`src/rtl/shape_pair_overlap_test_core_macros.svh`:
```
// assertion macros used by the shape pair overlap test sequencer
`ifndef SHAPE_PAIR_OVERLAP_TEST_CORE_MACROS_SVH
`define SHAPE_PAIR_OVERLAP_TEST_CORE_MACROS_SVH

// same-cycle implication, disabled during reset
`define SPO_ASSERT_NOW(label, clk, rst_n, ante, cons, msg) \
    label: assert property (@(posedge clk) disable iff (!(rst_n)) \
        (ante) |-> (cons)) else $error(msg);

// next-cycle implication, disabled during reset
`define SPO_ASSERT_NEXT(label, clk, rst_n, ante, cons, msg) \
    label: assert property (@(posedge clk) disable iff (!(rst_n)) \
        (ante) |=> (cons)) else $error(msg);

`endif

```
`src/rtl/spo_pkg.sv`:
```
package spo_pkg;

    localparam int MUL_W  = 33;
    localparam int PROD_W = 2 * MUL_W;
    localparam int ACC_W  = 84;
    localparam int EXT_W  = 60;
    localparam int DL_W   = 44;
    localparam int TMP_W  = 42;
    localparam int PC_W   = 4;

    localparam logic [1:0] KIND_AABB   = 2'd0;
    localparam logic [1:0] KIND_OBB    = 2'd1;
    localparam logic [1:0] KIND_CIRCLE = 2'd2;
    localparam logic [1:0] KIND_NONE   = 2'd3;

    localparam logic signed [15:0] AXIS_ONE = 16'sd16384;

    localparam logic [1:0] AXIS_LAST = 2'd3;

    typedef enum logic [2:0] {
        M_NONE,
        M_AABB,
        M_SAT,
        M_BC,
        M_CC
    } t_mode;

    typedef enum logic [5:0] {
        U_NOP,
        U_BPU0, U_BPU1, U_BPV0, U_BPV1, U_BHW, U_BHH,
        U_OPU0, U_OPU1, U_OPV0, U_OPV1, U_OHW, U_OHH,
        U_DXL, U_DYL, U_CMP,
        U_BC0, U_BC1, U_BC2, U_BC3, U_EX, U_EY,
        U_SQX0, U_SQX1, U_SQX2, U_SQY0, U_SQY1, U_SQY2, U_RSQ, U_FIN,
        U_CC0, U_CC1, U_CC2,
        U_AABB
    } t_uop;

    typedef struct packed {
        logic       hold;
        logic       load;
        t_mode      mode;
        t_uop       uop;
        logic [1:0] axis;
    } t_cmd;

    typedef struct packed {
        logic [1:0] held_kind;
        logic       hit;
    } t_stat;

    localparam logic [PC_W-1:0] SAT_LAST  = 4'd14;
    localparam logic [PC_W-1:0] BC_LAST   = 4'd13;
    localparam logic [PC_W-1:0] CC_LAST   = 4'd3;
    localparam logic [PC_W-1:0] AABB_LAST = 4'd0;

    function automatic t_mode f_mode(logic [1:0] hk, logic [1:0] k);
        t_mode m;
        if (hk == KIND_NONE || k == KIND_NONE) begin
            m = M_NONE;
        end else if (hk == KIND_CIRCLE && k == KIND_CIRCLE) begin
            m = M_CC;
        end else if (hk == KIND_CIRCLE || k == KIND_CIRCLE) begin
            m = M_BC;
        end else if (hk == KIND_AABB && k == KIND_AABB) begin
            m = M_AABB;
        end else begin
            m = M_SAT;
        end
        return m;
    endfunction

    function automatic logic f_last(t_mode m, logic [PC_W-1:0] pc);
        logic l;
        unique case (m)
            M_SAT:   l = (pc == SAT_LAST);
            M_BC:    l = (pc == BC_LAST);
            M_CC:    l = (pc == CC_LAST);
            M_AABB:  l = (pc == AABB_LAST);
            default: l = 1'b1;
        endcase
        return l;
    endfunction

    // micro program, one op issued per cycle; its product is registered in r_prod and the op in r_pop, which applies it
    function automatic t_uop f_uop(t_mode m, logic [PC_W-1:0] pc);
        t_uop u;
        u = U_NOP;
        unique case (m)
            M_SAT: begin
                unique case (pc)
                    4'd0:    u = U_BPU0;
                    4'd1:    u = U_BPU1;
                    4'd2:    u = U_BPV0;
                    4'd3:    u = U_BPV1;
                    4'd4:    u = U_BHW;
                    4'd5:    u = U_BHH;
                    4'd6:    u = U_OPU0;
                    4'd7:    u = U_OPU1;
                    4'd8:    u = U_OPV0;
                    4'd9:    u = U_OPV1;
                    4'd10:   u = U_OHW;
                    4'd11:   u = U_OHH;
                    4'd12:   u = U_DXL;
                    4'd13:   u = U_DYL;
                    4'd14:   u = U_CMP;
                    default: u = U_NOP;
                endcase
            end
            M_BC: begin
                unique case (pc)
                    4'd0:    u = U_BC0;
                    4'd1:    u = U_BC1;
                    4'd2:    u = U_BC2;
                    4'd3:    u = U_BC3;
                    4'd4:    u = U_EX;
                    4'd5:    u = U_EY;
                    4'd6:    u = U_SQX0;
                    4'd7:    u = U_SQX1;
                    4'd8:    u = U_SQX2;
                    4'd9:    u = U_SQY0;
                    4'd10:   u = U_SQY1;
                    4'd11:   u = U_SQY2;
                    4'd12:   u = U_RSQ;
                    4'd13:   u = U_FIN;
                    default: u = U_NOP;
                endcase
            end
            M_CC: begin
                unique case (pc)
                    4'd0:    u = U_CC0;
                    4'd1:    u = U_CC1;
                    4'd2:    u = U_CC2;
                    4'd3:    u = U_FIN;
                    default: u = U_NOP;
                endcase
            end
            M_AABB:  u = U_AABB;
            default: u = U_NOP;
        endcase
        return u;
    endfunction

endpackage

```
`src/rtl/spo_ctrl.sv`:
```
`include "shape_pair_overlap_test_core_macros.svh"

module spo_ctrl (
    input  logic           i_clk,
    input  logic           i_rst_n,
    input  logic           i_valid,
    output logic           o_ready,
    input  logic           i_slot,
    input  logic [1:0]     i_kind,
    output logic           o_valid,
    input  logic           i_ready,
    output logic           o_overlaps,
    output spo_pkg::t_cmd  o_cmd,
    input  spo_pkg::t_stat i_stat
);
    import spo_pkg::*;

    typedef enum logic [3:0] {
        S_IDLE = 4'b0001,
        S_RUN  = 4'b0010,
        S_WAIT = 4'b0100,
        S_DONE = 4'b1000
    } t_state;

    t_state          r_state, n_state;
    t_mode           r_mode, n_mode;
    logic [PC_W-1:0] r_pc, n_pc;
    logic [1:0]      r_axis, n_axis;
    logic            r_ovalid, n_ovalid;
    logic            r_oval, n_oval;

    logic  in_acc;
    logic  out_free;
    t_mode new_mode;

    assign o_ready  = (r_state == S_IDLE);
    assign in_acc   = i_valid && o_ready;
    assign out_free = !r_ovalid || i_ready;
    assign new_mode = f_mode(i_stat.held_kind, i_kind);

    assign o_cmd.hold = in_acc && !i_slot;
    assign o_cmd.load = in_acc && i_slot;
    assign o_cmd.mode = new_mode;
    assign o_cmd.uop  = (r_state == S_RUN) ? f_uop(r_mode, r_pc) : U_NOP;
    assign o_cmd.axis = r_axis;

    assign o_valid    = r_ovalid;
    assign o_overlaps = r_oval;

    always_comb begin
        n_state  = r_state;
        n_mode   = r_mode;
        n_pc     = r_pc;
        n_axis   = r_axis;
        n_ovalid = r_ovalid;
        n_oval   = r_oval;
        if (r_ovalid && i_ready) begin
            n_ovalid = 1'b0;
        end
        unique case (r_state)
            S_IDLE: begin
                if (in_acc && i_slot) begin
                    n_mode  = new_mode;
                    n_pc    = '0;
                    n_axis  = '0;
                    n_state = (new_mode == M_NONE) ? S_DONE : S_RUN;
                end
            end
            S_RUN: begin
                if (f_last(r_mode, r_pc)) begin
                    if (r_mode == M_SAT && r_axis != AXIS_LAST) begin
                        n_axis = r_axis + 2'd1;
                        n_pc   = '0;
                    end else begin
                        n_state = S_WAIT;
                    end
                end else begin
                    n_pc = r_pc + 4'd1;
                end
            end
            S_WAIT: begin
                n_state = S_DONE;
            end
            S_DONE: begin
                if (out_free) begin
                    n_ovalid = 1'b1;
                    n_oval   = i_stat.hit;
                    n_state  = S_IDLE;
                end
            end
            default: begin
                n_state = S_IDLE;
            end
        endcase
    end

    always_ff @(posedge i_clk) begin
        if (!i_rst_n) begin
            r_state  <= S_IDLE;
            r_mode   <= M_NONE;
            r_pc     <= '0;
            r_axis   <= '0;
            r_ovalid <= 1'b0;
        end else begin
            r_state  <= n_state;
            r_mode   <= n_mode;
            r_pc     <= n_pc;
            r_axis   <= n_axis;
            r_ovalid <= n_ovalid;
        end
    end

    always_ff @(posedge i_clk) begin
        r_oval <= n_oval;
    end

    `SPO_ASSERT_NEXT(a_done_emits, i_clk, i_rst_n, (r_state == S_DONE) && out_free, o_valid, "finished test did not reach the output register")
    `SPO_ASSERT_NOW(a_run_not_none, i_clk, i_rst_n, r_state == S_RUN, r_mode != M_NONE, "sequencer running with no shape pair")
    `SPO_ASSERT_NOW(a_axis_sat_only, i_clk, i_rst_n, (r_state == S_RUN) && (r_mode != M_SAT), r_axis == 2'd0, "axis counter moved outside the box axis test")
    `SPO_ASSERT_NOW(a_busy_no_cmd, i_clk, i_rst_n, r_state != S_IDLE, !o_cmd.hold && !o_cmd.load, "shape captured while busy")

endmodule

```
`config.mk`:
```
export PLATFORM = sky130hd
export DESIGN_NAME = spo_ctrl
export DESIGN_NICKNAME = d
export VERILOG_FILES = /design/src/rtl/spo_pkg.sv /design/src/rtl/spo_ctrl.sv
export VERILOG_INCLUDE_DIRS = /design/src /design/src/rtl
export SDC_FILE = /design/constraint.sdc
export NUM_CORES = 1
export LEC_CHECK = 0
export ABC_AREA = 1
export BUFFER_PORTS_ARGS = -buffer_cell sky130_fd_sc_hd__buf_2
export CORE_ASPECT_RATIO = 0.8
export CORE_MARGIN = 1.5
export CORE_UTILIZATION = 49
export DETAILED_ROUTE_END_ITERATION = 10
export PLACE_DENSITY_LB_ADDON = 0.2
export SETUP_SLACK_MARGIN = 0.15
export SKIP_CTS_REPAIR_TIMING = 1
export SYNTH_ARGS = -nofsm -noshare
export SYNTH_HDL_FRONTEND = slang
export SYNTH_SLANG_ARGS = --single-unit
```
`constraint.sdc`:
```
create_clock -name i_clk -period 2.3 [get_ports i_clk]
set_clock_uncertainty 0.05 [all_clocks]
set_input_delay 0.345 -clock i_clk [delete_from_list [all_inputs] [get_ports i_clk]]
set_output_delay 0.345 -clock i_clk [all_outputs]
set_load 0.01 [all_outputs]
```
==> flow_summary.yaml, run 1 <==
status:
  status: "finished clean"
routing:
  routed-via-count: 1352
  ant_nets: 0
  drtIter0Drc: 36
  drc: 0
  drt-wirelength-per-cell_um: 11.7
  wl_um: 3220
  avgViaCountPerCell: 4.92
  dr.pass1.iters: 4
yosys:
  synth_top_area_frac: 0.305
  synth_nets: 224
  netlist_instances: 206
  synth_area_leaders: "dfxtp_1 (30%), inv_1 (8.2%), ha_1 (6.6%)"
  ys_types: 34
  avgSynthCellArea_um2: 7.33
  synth_warnings: 0
  synth.yosys.seq_area_share: 0.325
  synth-seq-cells: 24
  synth_top_cell_by_area: "dfxtp_1"
  synth_area_um2: 1510
setup_path:
  rr_worst_depth: 15
  cp.arrival_ps: 1670
  critPathLaunchType: "flop"
  worstPathRequired_ps: 1900
  timing_worst_setup_path_type: "flop to output pin"
  crit_fanout: 6
  worstSetupEndpointType: "output pin"
  worst_r2r_startpoint: "r_pc[0]"
  crit_start: "r_pc[0]"
floorplan:
  rows: 17
  dieArea_um2: 3430
  die_x_um: 65.1
  start_util: 0.530
  coreArea_um2: 2850
  die_h_um: 52.7
  io_pins: 26
sta:
  fmaxAchievable_mhz: 485
  final.setup.tns_ps: 0
  hold_viol: 0
  worst_pin_slew_ps: 490
  finalCriticalPeriod_ps: 2060
  setup_viol: 0
  rsz0062_at_grt: "no"
  max-slew-margin-rel: 0.671
  min_period_over_period: 0.897
  hold-worst-slack_ps: 200
  slew_viol_final: 0
power:
  powerDensity_nw_per_um2: 865
  total_power_mw: 1.56
  leakage_nw: 0.930
  ir_drop_uv: 554
finish:
  fillers: 275
  regArea_um2: 497
  areaGrowthSynthToFinish_pct: 19.2
  finalNonFillerCells: 275
  multiInputGateArea_um2: 887
  nets: 256
  layout-drive-gt1-share: 0.342
  diodes: 0
clock_tree:
  path_clk_slew_ps: 90
  cts_root_buf: "clkbuf_8"
  cts.htree.levels: 1
  cts.path.max_buffers: 2
  clkSinkCount: 24
  cts_tree: "done"
  insertion_delay_ps: 270
  cts_buffers: 3
global_routing:
  overflow: 0
  grt_use_met1: 0.283
  grt_use_met3: 0.0452
  antenna_found_initial: 0
  grt_pass1_wl_um: 5180
  gr-max-usage-layer: "met2"
  grt_pass1_vias: 1170
  grt_usage: 0.199
  grt_max_degree: 17
  grt_util_met2: 0.309
flow_run:
  maxCapViolCount: 0
placed_design:
  dp.cells: 269
  place.gp.congestion: 0.878
  hpwl_um: 2550
  portBuffers: 25
worst_hold_path:
  hold_depth: 1
  min_from: "i_stat[0]"
  hold_class: "input port to flop"
## cells by family after synthesis
kind of cell,share of synthesized area
compound gates,0.122
xor+xnor,0.0116
buf+inv,0.113
simple gates,0.363
flops,0.325
fa+ha+maj,0.0663
## cell type report
type,count,share of cell area
flip-flops and latches,24,0.276
clock buffers,4,0.0306
multi-input cells,139,0.493
repair buffers,30,0.0903
well taps,38,0.0264
inverters,40,0.0841
## cell usage after synthesis
master	instances
or2_2	1
o21ai_0	9
a21oi_1	11
o21ai_1	1
nand2_2	14
clkinv_2	1
edfxtp_1	1
xor2_1	2
a21oi_2	1
o21ai_2	1
nor2_2	2
nand2_4	4
nor2_8	1
o211ai_1	1
ha_1	8
inv_2	6
nand2_1	21
nand3_4	1
a32oi_1	1
a221oi_1	3
nor2_4	2
buf_6	1
nand3_1	17
nor4_1	1
nand4_1	2
clkbuf_1	2
nor2_1	21
o22ai_1	1
dfxtp_1	23
nand3b_1	2
inv_1	33
nand3_2	3
nor3_1	6
a31oi_1	2
## where the power goes
group | leakage [nW] | switching, mW | total, mW | internal, mW
Sequential | 0.198 | 0.0623 | 0.552 | 0.490
Combinational | 0.703 | 0.472 | 0.722 | 0.250
Clock | 0.0288 | 0.131 | 0.284 | 0.153
## final timing paths
check	slack (ps)	to
hold / removal	200	o_overlaps
hold reg to reg	450	r_axis[0]
setup / recovery	240	o_cmd[3]
setup reg to reg	280	flop
## metrics by stage
stage          worst slack, ps  cell area, µm²   util
5_1_grt                    147            1800  0.632
3_3_place_gp              98.1            1690  0.592
4_1_cts                   -199            1740  0.611
2_1_floorplan              293            1510      -
6_report                   236            1800  0.632
3_5_place_dp               101            1690  0.592
## critical path, cell delays in order (launching register included)
cell	delay, ps
dfxtp_4	380
inv_1	60
ha_2	190
o21ai_2	190
buf_4	140
nor2_1	40
a221oi_1	210
nor2_1	60
buf_2	140
## layer usage
metal	vias up	part of all wire
met3	2	0.050
met5	-	0
li1	726	-
met2	29	0.40
met1	595	0.54
met4	0	0.0050
## layout by cell type, fill, tap and decap left out, types with 3 or more instances in the layout
cell type  synthesis  routed
nand3_1           17      17
nand3_2            3       3
ha_1               8       6
nand2_1           21      21
buf_4              0       5
dfxtp_1           23      20
buf_2              0      25
o21ai_2            1       3
nand2_4            4       5
o21ai_0            9       7
inv_2              6       7
a21oi_1           11      11
nand2_2           14      13
inv_1             33      32
clkbuf_8           0       4
nor2_1            21      21
nor3_1             6       6
No activity file was read; power rests on OpenSTA's default activity.
==> run 2, diff against run 1 <==
--- a/config.mk
+++ b/config.mk
@@ -10,7 +10,7 @@
 export BUFFER_PORTS_ARGS = -buffer_cell sky130_fd_sc_hd__buf_2
 export CORE_ASPECT_RATIO = 0.8
 export CORE_MARGIN = 1.5
-export CORE_UTILIZATION = 49
+export CORE_UTILIZATION = 55
 export DETAILED_ROUTE_END_ITERATION = 10
 export PLACE_DENSITY_LB_ADDON = 0.2
 export SETUP_SLACK_MARGIN = 0.15
==> run 2 against run 1 <==
Via count grew 7.0%. Total power shrank 0.81%. Critical path depth did not move. Core utilization rose by 12 points. Fmax shrank 1.8%. Combinational power increased by 6.6%. Non-clock buffer count grew 6. Clock power down 23%. Sequential share of layout area down 1.2 points. Largest power group unchanged. Highest routed layer unchanged.
==> flow_summary.yaml, run 2 (synthesized netlist as in run 1, its figures left out) <==
sta:
  hold-worst-slack_ps: 144
  min_period_over_period: 0.913
  worst_pin_slew_ps: 314
  rsz0062_at_grt: "yes"
  final.setup.tns_ps: 0
  slew_viol_final: 0
  max-slew-margin-rel: 0.789
  setup_viol: 0
  hold_viol: 0
  finalCriticalPeriod_ps: 2100
  fmaxAchievable_mhz: 476
routing:
  routed.top_layer: "met4"
  drc: 0
  wl_met3_um: 171
  wl_met2_um: 1460
  drtIter0Drc: 57
  avgViaCountPerCell: 5.19
  wl_met1_um: 1720
  drt-wirelength-per-cell_um: 12.1
  wl_um: 3370
  routed-via-count: 1447
  ant_nets: 0
  dr.pass1.iters: 4
floorplan:
  coreArea_um2: 2520
  io_pins: 26
  die_x_um: 61.6
  dieArea_um2: 3070
  die_h_um: 49.9
  rows: 16
  start_util: 0.599
flow_run:
  maxCapViolCount: 0
global_routing:
  grt_pass1_vias: 1211
  grt_usage: 0.229
  antenna_found_initial: 0
  grt_max_degree: 17
  overflow: 0
  grt_pass1_wl_um: 5290
placed_design:
  dp.cells: 266
  place.gp.congestion: 0.813
  portBuffers: 25
  hpwl_um: 2440
clock_tree:
  cts_tree: "done"
  cts.path.max_buffers: 2
  cts_buffers: 3
  insertion_delay_ps: 320
  path_clk_slew_ps: 130
  clkSinkCount: 24
  cts_root_buf: "clkbuf_4"
  cts.htree.levels: 1
worst_hold_path:
  min_to: "o_overlaps"
  min_from: "i_stat[0]"
  hold_class: "input port to flop"
  hold_depth: 1
finish:
  fillers: 207
  finalNonFillerCells: 279
  final_common_cell: "inv_1"
  nets: 262
  diodes: 0
  areaGrowthSynthToFinish_pct: 25.4
  final_cell_mix: "inv_1 (31), buf_2 (25), nand2_1 (20)"
  layout-drive-gt1-share: 0.391
setup_path:
  critPathLaunchType: "flop"
  cp.arrival_ps: 1710
  reg2reg_slack_ps: 240
  timing_worst_setup_path_type: "flop to output pin"
  worstSetupEndpointType: "output pin"
  rr_worst_depth: 15
  worstPathRequired_ps: 1900
  worst_r2r_startpoint: "r_pc[0]"
  crit_fanout: 3
power:
  total_power_mw: 1.55
  powerDensity_nw_per_um2: 816
  ir_drop_uv: 564
  leakage_nw: 0.953
status:
  status: "finished clean"
## run 2: through the flow
stage / setup slack [ps] / utilization / cell area [µm²]
after floorplan: 293 / - / 1510
after global placement: 136 / 0.665 / 1680
after detailed placement: 63.4 / 0.665 / 1680
after CTS: -233 / 0.679 / 1710
after global routing: 122 / 0.750 / 1890
final: 199 / 0.750 / 1890
## run 2: layout make-up
| type | instances | area [µm²] | share of cell area |
|---|---|---|---|
| clock buffers | 4 | 36.3 | 0.0192 |
| repair buffers | 36 | 224 | 0.118 |
| multi-input cells | 139 | 936 | 0.494 |
| inverters | 40 | 151 | 0.0800 |
| flip-flops and latches | 24 | 500 | 0.264 |
| well taps | 36 | 45.0 | 0.0238 |
## run 2: per-layer routing
layer,track usage,up-vias
met2,0.316,39
li1,-,742
met1,0.354,664
met5,0,-
met3,0.0604,2
met4,0.0496,0
## run 2: worst max path at each step
stage,startpoint,endpoint,slack [ps],cells after the start
6_report,r_pc[0],o_cmd[3],200,8
5_1_grt,r_pc[0],o_cmd[3],120,8
3_5_place_dp,r_pc[0],flop,60,15
4_1_cts,r_pc[0],o_cmd[4],-230,7
2_1_floorplan,r_pc[0],flop,290,15
3_3_place_gp,r_pc[0],flop,140,15
## run 2: worst max-delay path, cell delays in order, from the launching register on
cell      delay [ps]
dfxtp_4          380
buf_12           120
ha_4             160
o21ai_4          190
buf_6            120
nor2_2            30
a221oi_2         170
nor2_1            70
buf_2            140
## run 2: power breakdown
group | internal (mW) | leakage, nW | switching, mW
Combinational | 0.275 | 0.734 | 0.494
Clock | 0.0967 | 0.0210 | 0.123
Sequential | 0.490 | 0.199 | 0.0661
